File: config.mk
export PLATFORM = sky130hd
export DESIGN_NAME = compass_heading_with_calibration_unit
export DESIGN_NICKNAME = d
export VERILOG_FILES = /design/src/chcal_pkg.sv /design/src/compass_heading_with_calibration_unit.sv
export SDC_FILE = /design/constraint.sdc
export NUM_CORES = 2
export LEC_CHECK = 0
export BUFFER_PORTS_ARGS = -buffer_cell sky130_fd_sc_hd__clkbuf_2
export CORE_MARGIN = 8
export CORE_UTILIZATION = 44
export CTS_CLUSTER_DIAMETER = 200
export DETAILED_ROUTE_END_ITERATION = 10
export GPL_ROUTABILITY_DRIVEN = 0
export GPL_TIMING_DRIVEN = 0
export PLACE_DENSITY = 0.67
export SKIP_LAST_GASP = 1
export SYNTH_ARGS = -nofsm -noshare
export SYNTH_HDL_FRONTEND = slang
export SYNTH_SLANG_ARGS = --single-unit
File: constraint.sdc
create_clock -name aclk -period 5.6 [get_ports aclk]
set_clock_uncertainty 0.1 [all_clocks]
set_input_delay 1.12 -clock aclk [delete_from_list [all_inputs] [get_ports aclk]]
set_output_delay 1.12 -clock aclk [all_outputs]
set_load 0.03 [all_outputs]
File: src/chcal_pkg.sv
package chcal_pkg;

    localparam int SAMPLE_W         = 16;
    localparam int DECL_W           = 9;
    localparam int HEAD_W           = 11;
    localparam int SMOOTH_FRAC_BITS = 8;
    localparam int AVG_DIVISOR      = 4;
    localparam int AVG_SHIFT        = $clog2(AVG_DIVISOR);
    localparam int SM_W             = SAMPLE_W + SMOOTH_FRAC_BITS;

    localparam int CORDIC_STEPS     = 16;
    localparam int ITER_W           = $clog2(CORDIC_STEPS);
    localparam int PRESCALE         = 8;
    localparam int CW               = 27;
    localparam int ZW               = 25;
    localparam int AW               = 23;
    localparam int HW               = 27;
    localparam int ANG_FRAC         = 16;
    localparam int QTR_SHIFT        = ANG_FRAC - 2;

    localparam logic [SAMPLE_W-1:0] BOUND_RESET = 16'h8000;
    localparam logic [DECL_W-1:0]   DECL_RESET  = 9'd1;

    localparam logic signed [HW-1:0] DEG_90  = HW'(90  * (2 ** ANG_FRAC));
    localparam logic signed [HW-1:0] DEG_270 = HW'(270 * (2 ** ANG_FRAC));
    localparam logic signed [HW-1:0] DEG_360 = HW'(360 * (2 ** ANG_FRAC));
    localparam logic signed [ZW-1:0] Z_90    = ZW'(90  * (2 ** ANG_FRAC));

    typedef enum logic [8:0] {
        S_IDLE   = 9'b0_0000_0001,
        S_SMOOTH = 9'b0_0000_0010,
        S_BOUND  = 9'b0_0000_0100,
        S_CENTRE = 9'b0_0000_1000,
        S_OFFS   = 9'b0_0001_0000,
        S_CORDIC = 9'b0_0010_0000,
        S_ANGLE  = 9'b0_0100_0000,
        S_DECL   = 9'b0_1000_0000,
        S_WRAP   = 9'b1_0000_0000
    } state_t;

    // atan(2^-i) in degrees, 16 fraction bits
    function automatic logic signed [ZW-1:0] atan_entry(input logic [4:0] i);
        logic signed [ZW-1:0] v;
        case (i)
            5'd0:    v = 25'sd2949120;
            5'd1:    v = 25'sd1740967;
            5'd2:    v = 25'sd919879;
            5'd3:    v = 25'sd466945;
            5'd4:    v = 25'sd234379;
            5'd5:    v = 25'sd117304;
            5'd6:    v = 25'sd58666;
            5'd7:    v = 25'sd29335;
            5'd8:    v = 25'sd14668;
            5'd9:    v = 25'sd7334;
            5'd10:   v = 25'sd3667;
            5'd11:   v = 25'sd1833;
            5'd12:   v = 25'sd917;
            5'd13:   v = 25'sd458;
            5'd14:   v = 25'sd229;
            5'd15:   v = 25'sd115;
            5'd16:   v = 25'sd57;
            5'd17:   v = 25'sd29;
            5'd18:   v = 25'sd14;
            5'd19:   v = 25'sd7;
            5'd20:   v = 25'sd4;
            5'd21:   v = 25'sd2;
            5'd22:   v = 25'sd1;
            default: v = '0;
        endcase
        return v;
    endfunction

endpackage

File: src/compass_heading_with_calibration_unit.sv
// Channel  | Handshake          | Payload
// ---------+--------------------+------------------------------------------------
// s_       | s_valid / s_ready  | s_sample_x[15:0], s_sample_y[15:0]
// m_       | m_valid / m_ready  | m_heading_quarter_deg[10:0], m_centre_x, m_centre_y
// cfg_     | cfg_wr_en          | cfg_wr_data[8:0] (declination, signed degrees)
//
// One item at a time, through the 16-step CORDIC loop (one shared shift/add datapath)
// plus smoothing, bounds, centre, offset, angle, declination and wrap steps. An item
// with zero Y offset or zero X offset skips the CORDIC loop. The first item after
// reset only seeds the averages. Reset is synchronous, active low. A finished result
// waits in the output register; the next item is accepted meanwhile and stalls only
// at the wrap step.
module compass_heading_with_calibration_unit
    import chcal_pkg::*;
(
    input  logic                       aclk,
    input  logic                       aresetn,
    input  logic                       s_valid,
    output logic                       s_ready,
    input  logic [SAMPLE_W-1:0]        s_sample_x,
    input  logic [SAMPLE_W-1:0]        s_sample_y,
    output logic                       m_valid,
    input  logic                       m_ready,
    output logic [HEAD_W-1:0]          m_heading_quarter_deg,
    output logic [SAMPLE_W-1:0]        m_centre_x,
    output logic [SAMPLE_W-1:0]        m_centre_y,
    input  logic                       cfg_wr_en,
    input  logic [DECL_W-1:0]          cfg_wr_data
);

    state_t state_reg, state_next;
    logic   primed_reg, primed_next;
    logic   m_valid_reg, m_valid_next;
    logic [DECL_W-1:0]   decl_reg;
    logic [SAMPLE_W-1:0] max_x_reg, max_x_next, min_x_reg, min_x_next;
    logic [SAMPLE_W-1:0] max_y_reg, max_y_next, min_y_reg, min_y_next;
    logic [ITER_W-1:0]   iter_reg, iter_next;

    logic [SAMPLE_W-1:0] samp_x_reg, samp_x_next, samp_y_reg, samp_y_next;
    logic [SM_W-1:0]     smooth_x_reg, smooth_x_next, smooth_y_reg, smooth_y_next;
    logic [SAMPLE_W-1:0] cx_reg, cx_next, cy_reg, cy_next;
    logic                x_low_reg, x_low_next, y_high_reg, y_high_next;
    logic                y_low_reg, y_low_next;
    logic signed [CW-1:0] x_reg, x_next, y_reg, y_next;
    logic signed [ZW-1:0] z_reg, z_next;
    logic signed [HW-1:0] h_reg, h_next;
    logic [HEAD_W-1:0]   head_reg, head_next;
    logic [SAMPLE_W-1:0] out_cx_reg, out_cx_next, out_cy_reg, out_cy_next;

    logic [SAMPLE_W-1:0] sx, sy, tx, ty;
    logic                x_low, y_high, y_low;
    logic signed [CW-1:0] dx, dy, y_sh;
    logic                y_lost, y_pos;
    logic [AW-1:0]       angle;
    logic signed [HW-1:0] base, decl_ext, h_wrap;
    logic                out_free;

    assign s_ready               = (state_reg == S_IDLE);
    assign m_valid               = m_valid_reg;
    assign m_heading_quarter_deg = head_reg;
    assign m_centre_x            = out_cx_reg;
    assign m_centre_y            = out_cy_reg;
    assign out_free              = !m_valid_reg || m_ready;

    assign sx     = smooth_x_reg[SM_W-1:SMOOTH_FRAC_BITS];
    assign sy     = smooth_y_reg[SM_W-1:SMOOTH_FRAC_BITS];
    assign x_low  = sx < cx_reg;
    assign y_high = sy > cy_reg;
    assign y_low  = sy < cy_reg;
    assign tx     = x_low ? cx_reg - sx : sx - cx_reg;
    assign ty     = y_low ? cy_reg - sy : sy - cy_reg;

    // shift toward zero; x stays positive through the loop
    assign dx     = x_reg >>> iter_reg;
    assign y_sh   = y_reg >>> iter_reg;
    assign y_lost = |(y_reg & ~({CW{1'b1}} << iter_reg));
    assign dy     = (y_reg[CW-1] && y_lost) ? y_sh + CW'(1) : y_sh;
    assign y_pos  = !y_reg[CW-1] && (y_reg != '0);

    assign angle = z_reg[ZW-1] ? '0 : (z_reg > Z_90 ? AW'(Z_90) : z_reg[AW-1:0]);
    assign base  = x_low_reg ? DEG_90 : DEG_270;

    assign decl_ext = $signed({{(HW-DECL_W-ANG_FRAC){decl_reg[DECL_W-1]}}, decl_reg,
                               {ANG_FRAC{1'b0}}});
    assign h_wrap   = h_reg[HW-1] ? h_reg + DEG_360 :
                      (h_reg >= DEG_360 ? h_reg - DEG_360 : h_reg);

    always_comb begin
        state_next    = state_reg;
        primed_next   = primed_reg;
        m_valid_next  = m_valid_reg;
        max_x_next    = max_x_reg;
        min_x_next    = min_x_reg;
        max_y_next    = max_y_reg;
        min_y_next    = min_y_reg;
        iter_next     = iter_reg;
        samp_x_next   = samp_x_reg;
        samp_y_next   = samp_y_reg;
        smooth_x_next = smooth_x_reg;
        smooth_y_next = smooth_y_reg;
        cx_next       = cx_reg;
        cy_next       = cy_reg;
        x_low_next    = x_low_reg;
        y_high_next   = y_high_reg;
        y_low_next    = y_low_reg;
        x_next        = x_reg;
        y_next        = y_reg;
        z_next        = z_reg;
        h_next        = h_reg;
        head_next     = head_reg;
        out_cx_next   = out_cx_reg;
        out_cy_next   = out_cy_reg;

        if (m_valid_reg && m_ready) begin
            m_valid_next = 1'b0;
        end

        case (state_reg)
            S_IDLE: begin
                if (s_valid) begin
                    samp_x_next = s_sample_x;
                    samp_y_next = s_sample_y;
                    state_next  = S_SMOOTH;
                end
            end
            S_SMOOTH: begin
                if (!primed_reg) begin
                    smooth_x_next = {samp_x_reg, {SMOOTH_FRAC_BITS{1'b0}}};
                    smooth_y_next = {samp_y_reg, {SMOOTH_FRAC_BITS{1'b0}}};
                    primed_next   = 1'b1;
                    state_next    = S_IDLE;
                end else begin
                    smooth_x_next = smooth_x_reg - (smooth_x_reg >> AVG_SHIFT)
                        + ({samp_x_reg, {SMOOTH_FRAC_BITS{1'b0}}} >> AVG_SHIFT);
                    smooth_y_next = smooth_y_reg - (smooth_y_reg >> AVG_SHIFT)
                        + ({samp_y_reg, {SMOOTH_FRAC_BITS{1'b0}}} >> AVG_SHIFT);
                    state_next    = S_BOUND;
                end
            end
            S_BOUND: begin
                if (sx > max_x_reg) max_x_next = sx;
                if (sx < min_x_reg) min_x_next = sx;
                if (sy > max_y_reg) max_y_next = sy;
                if (sy < min_y_reg) min_y_next = sy;
                state_next = S_CENTRE;
            end
            S_CENTRE: begin
                cx_next    = (max_x_reg >> 1) + (min_x_reg >> 1);
                cy_next    = (max_y_reg >> 1) + (min_y_reg >> 1);
                state_next = S_OFFS;
            end
            S_OFFS: begin
                x_low_next  = x_low;
                y_high_next = y_high;
                y_low_next  = y_low;
                x_next      = CW'({tx, {PRESCALE{1'b0}}});
                y_next      = CW'({ty, {PRESCALE{1'b0}}});
                iter_next   = '0;
                if (ty == '0) begin
                    z_next     = '0;
                    state_next = S_ANGLE;
                end else if (tx == '0) begin
                    z_next     = Z_90;
                    state_next = S_ANGLE;
                end else begin
                    z_next     = '0;
                    state_next = S_CORDIC;
                end
            end
            S_CORDIC: begin
                if (y_pos) begin
                    x_next = x_reg + dy;
                    y_next = y_reg - dx;
                    z_next = z_reg + atan_entry(5'(iter_reg));
                end else begin
                    x_next = x_reg - dy;
                    y_next = y_reg + dx;
                    z_next = z_reg - atan_entry(5'(iter_reg));
                end
                iter_next = iter_reg + ITER_W'(1);
                if (iter_reg == ITER_W'(CORDIC_STEPS - 1)) begin
                    state_next = S_ANGLE;
                end
            end
            S_ANGLE: begin
                if (x_low_reg ? !y_high_reg : !y_low_reg) begin
                    h_next = base + HW'(angle);
                end else begin
                    h_next = base - HW'(angle);
                end
                state_next = S_DECL;
            end
            S_DECL: begin
                h_next     = h_reg + decl_ext;
                state_next = S_WRAP;
            end
            S_WRAP: begin
                if (out_free) begin
                    head_next    = h_wrap[QTR_SHIFT +: HEAD_W];
                    out_cx_next  = cx_reg;
                    out_cy_next  = cy_reg;
                    m_valid_next = 1'b1;
                    state_next   = S_IDLE;
                end
            end
            default: begin
                state_next = S_IDLE;
            end
        endcase
    end

    always_ff @(posedge aclk) begin
        if (!aresetn) begin
            state_reg    <= S_IDLE;
            primed_reg   <= 1'b0;
            m_valid_reg  <= 1'b0;
            decl_reg     <= DECL_RESET;
            max_x_reg    <= BOUND_RESET;
            min_x_reg    <= BOUND_RESET;
            max_y_reg    <= BOUND_RESET;
            min_y_reg    <= BOUND_RESET;
            smooth_x_reg <= '0;
            smooth_y_reg <= '0;
            iter_reg     <= '0;
        end else begin
            state_reg    <= state_next;
            primed_reg   <= primed_next;
            m_valid_reg  <= m_valid_next;
            if (cfg_wr_en) begin
                decl_reg <= cfg_wr_data;
            end
            max_x_reg    <= max_x_next;
            min_x_reg    <= min_x_next;
            max_y_reg    <= max_y_next;
            min_y_reg    <= min_y_next;
            smooth_x_reg <= smooth_x_next;
            smooth_y_reg <= smooth_y_next;
            iter_reg     <= iter_next;
        end
    end

    always_ff @(posedge aclk) begin
        samp_x_reg <= samp_x_next;
        samp_y_reg <= samp_y_next;
        cx_reg     <= cx_next;
        cy_reg     <= cy_next;
        x_low_reg  <= x_low_next;
        y_high_reg <= y_high_next;
        y_low_reg  <= y_low_next;
        x_reg      <= x_next;
        y_reg      <= y_next;
        z_reg      <= z_next;
        h_reg      <= h_next;
        head_reg   <= head_next;
        out_cx_reg <= out_cx_next;
        out_cy_reg <= out_cy_next;
    end

`ifndef SYNTH
    a_head_range: assert property (@(posedge aclk) disable iff (!aresetn)
        m_valid_reg |-> (head_reg < HEAD_W'(1440)))
        else $error("heading out of range");

    a_bounds_order: assert property (@(posedge aclk) disable iff (!aresetn)
        (min_x_reg <= max_x_reg) && (min_y_reg <= max_y_reg))
        else $error("min/max window inverted");

    a_cordic_x_pos: assert property (@(posedge aclk) disable iff (!aresetn)
        (state_reg == S_CORDIC) |-> (!x_reg[CW-1] && (x_reg != '0)))
        else $error("CORDIC x not positive");

    a_seed_no_result: assert property (@(posedge aclk) disable iff (!aresetn)
        (s_valid && s_ready && !primed_reg) |=> ##1 (state_reg == S_IDLE))
        else $error("seeding item did not return to idle");
`endif

endmodule

==> impl_metrics.py <==
metrics = {
    "synth": {
        "yosysSeqAreaShare": 0.294,
        "synthCells": 3692,
        "ys_warn_count": 0,
        "synth_nets": 4108,
        "syn_avg_cell_area_um2": 8.89,
        "synth_flop_cell": "edfxtp_1",
        "async_flop_share": 0,
        "synth_area_um2": 32800,
        "synth-seq-cells": 374,
        "synth-edff-count": 216,
        "yosys.cell_types.count": 98,
    },
    "hold_path": {
        "min_path_cells": 2,
        "hp-start": "smooth_y_reg[0]$_SDFFE_PN0N_",
        "min_to": "smooth_y_reg[0]$_SDFFE_PN0N_",
        "hp-class": "register to register",
    },
    "route": {
        "wl_per_cell_um": 19.4,
        "vias": 28599,
        "drt_wl_total_um": 96200,
        "drtIter0Drc": 2333,
        "vias_per_cell": 5.76,
        "drc_errors": 0,
        "first_pass_iters": 8,
        "drtAntennaViolNets": 0,
    },
    "global_routing": {
        "grt_overflow_total": 0,
        "gr-usage-met2": 0.373,
        "grt_pass1_wl_um": 148000,
        "use_met1": 0.284,
        "grt.met3_usage": 0.0276,
        "grt_use_total": 0.220,
        "first_global_vias": 27544,
        "gr-max-usage-layer": "met2",
        "antenna_found_initial": 3,
        "grt_max_degree": 43,
    },
    "finish": {
        "postLayoutCellArea_um2": 38400,
        "final_layout_size_suffix_gt1_frac": 0.151,
        "final_common_cell": "inv_1",
        "num_antenna_cells": 0,
        "fin_cells": 4966,
        "nNetsFinal": 4379,
        "fin_util": 0.517,
        "layout_common_cells": "inv_1, ha_1, nor2_1, nand2_1, a21oi_1",
        "synthToLayoutAreaGrowth_pct": 16.9,
    },
    "sta": {
        "max_freq_mhz": 171,
        "slew_viol_final": 0,
        "finalCritPeriodShare": 1.04,
        "layout_setup_ws_ns": -0.237,
        "setup_viol": 6,
        "worst_slew_pin_slew_ns": 1.32,
        "min_period_ns": 5.84,
        "rsz0062_at_grt": "yes",
        "slew_headroom": 0.116,
        "hold_viol": 0,
    },
    "clocking": {
        "clk_latency_ns": 0.60,
        "root_buffer": "clkbuf_16",
        "htreeDepth": 2,
        "clkTransAtPathRegs_ns": 0.06,
        "cts_hold_buf": 0,
        "cts_tree": "yes",
        "cts.sinks": 374,
        "cts_buffers": 45,
        "cts_buffer_depth": 3,
    },
    "floorplan": {
        "ioPinCount": 91,
        "num_rows": 100,
        "die_h_um": 289,
        "initial_core_util": 0.442,
        "core_um2": 74200,
        "dieArea_um2": 83600,
        "fp.dieW_um": 289,
    },
    "power": {
        "share_comb_of_total_power": 0.119,
        "switching_share": 0.261,
        "leakagePower_nw": 15.9,
        "max-vdd-ir-drop_mv": 0.245,
        "intPower_mw": 4.93,
        "power_frac_clock": 0.438,
        "power_per_cell_area_nw_per_um2": 174,
        "p_seq_frac": 0.444,
        "netSwitchingPower_mw": 1.74,
    },
    "setup_path": {
        "reg2reg_depth": 26,
        "critPathKind": "register to register",
        "end_kind": "register",
        "r2r-start": "iter_reg[1]$_SDFFE_PN0N_",
        "cp.required_ns": 5.79,
        "crit_arrival_ns": 6.03,
        "cp_max_fo": 8,
        "r2r-end": "x_reg[25]$_SDFFCE_PP0N_",
        "critPathLaunchType": "register",
        "r2r_slack_ns": -0.24,
    },
    "placement": {
        "hpwl_um": 72800,
        "placed_cell_area_um2": 34600,
        "dp.cells": 4754,
        "port_buffers": 89,
    },
    "run_status": {
        "violations": "negative setup slack",
        "status": "finished with violations",
    },
    "flow_run": {
        "maxCapViolCount": 0,
    },
}
==> logic make-up (layout without fill, tap and decap cells) <==
logic type,after synthesis,after routing,synth area share
multiplexers,203,203,0.0825
flip-flops,374,374,0.294
AO/OA/AOI/OAI,918,918,0.177
XOR/XNOR,263,263,0.0702
buffers and inverters,491,796,0.0603
AND/OR/NAND/NOR,1073,1073,0.164
adder cells (fa/ha/maj),370,370,0.152
==> per-stage QoR <==
| step | power [mW] | hold slack [ns] | worst slack (ns) | setup TNS [ns] |
|---|---|---|---|---|
| 2_1_floorplan | 3.60 | 0.317 | 0.00748 | 0 |
| 3_3_place_gp | 3.79 | 0.345 | -1.34 | -44.95 |
| 3_5_place_dp | 3.80 | 0.349 | -1.34 | -29.74 |
| 4_1_cts | 6.72 | 0.363 | -0.171 | -0.768 |
| 5_1_grt | 6.92 | 0.375 | -0.398 | -3.20 |
| 6_report | 6.67 | 0.362 | -0.237 | -1.01 |
==> area by class of cell <==
cell class                 count  area [um2]
clock inverter                25         235
clock buffer                  56        1210
inverter                     351        1320
multi-input combinational   2827       22200
buffer                       135         881
sequential                   374        9650
tap                          969        1210
fill                        6767       35800
timing repair buffer         229        1650
==> cells in the mapped netlist (33+ instances only) <==
cell type	number	area, um2
nor2b_1	88	551
a31oi_1	33	206
ha_1	324	4050
nor2_1	269	1010
edfxtp_1	216	6490
a21oi_1	256	1280
a21o_1	108	811
and2_1	49	307
clkbuf_1	97	364
inv_1	347	1300
o21ai_0	220	1100
xnor2_1	149	1310
nor3_1	70	350
mux2i_1	124	1240
nand4_1	33	206
mux4_2	34	766
nand2b_1	51	319
xor2_1	114	998
nand3_1	69	345
fa_1	46	921
dfxtp_1	158	3160
a21boi_0	35	263
nand2_1	268	1010
==> how the worst max path moves through the flow <==
stage          cells past startpoint                      from  slack [ns]                      end
6_report                          26  iter_reg[1]$_SDFFE_PN0N_       -0.24  x_reg[25]$_SDFFCE_PP0N_
5_1_grt                           29  iter_reg[0]$_SDFFE_PN0N_       -0.40  x_reg[26]$_SDFFCE_PP0N_
4_1_cts                           32  iter_reg[1]$_SDFFE_PN0N_       -0.17  x_reg[25]$_SDFFCE_PP0N_
3_5_place_dp                      33  iter_reg[0]$_SDFFE_PN0N_       -1.34  x_reg[25]$_SDFFCE_PP0N_
3_3_place_gp                      33  iter_reg[0]$_SDFFE_PN0N_       -1.34  x_reg[25]$_SDFFCE_PP0N_
2_1_floorplan                     25  iter_reg[0]$_SDFFE_PN0N_       0.007  y_reg[25]$_SDFFCE_PP0N_
==> metal layers <==
layer / vias up / wire length [um]
met4: 0 / 3950
li1: 13757 / -
met5: - / 0
met3: 256 / 6020
met2: 968 / 45300
met1: 13618 / 41000
==> repair_timing <==
item	CTS	global route
resized for setup	148	162
gates cloned	0	4
pin swaps	50	80
setup buffers	64	68
setup endpoints to repair	44	46
hold endpoints to repair	0	0
==> power groups by stage <==
| stage | registers (mW) | logic [mW] | clock network [mW] |
|---|---|---|---|
| 6_report | 2.96 | 0.792 | 2.92 |
| 2_1_floorplan | 3.00 | 0.600 | 0 |
| 5_1_grt | 2.96 | 0.894 | 3.07 |
| 3_5_place_dp | 3.02 | 0.786 | 0 |
| 3_3_place_gp | 3.02 | 0.775 | 0 |
| 4_1_cts | 2.96 | 0.791 | 2.97 |
==> critical path, stage by stage (launching register included) <==
cell and delay [ns]:
dfxtp_4 0.37, buf_12 0.13, buf_12 0.12, buf_4 0.15
mux2i_1 0.17, o22ai_1 0.30, nor2_1 0.18, a21oi_2 0.56
nand2_4 0.15, buf_4 0.17, or2_2 0.26, clkbuf_1 0.17
xnor2_1 0.38, a31oi_1 0.22, xnor2_2 0.23, ha_1 0.25
a21o_1 0.22, a21oi_4 0.21, buf_4 0.15, o2111ai_4 0.14
a41oi_2 0.22, nor2b_1 0.08, nor2_2 0.12, o21ai_2 0.09
a31oi_1 0.16, xor2_1 0.17, nor2_1 0.05
Power figures use the tool's default switching activity.
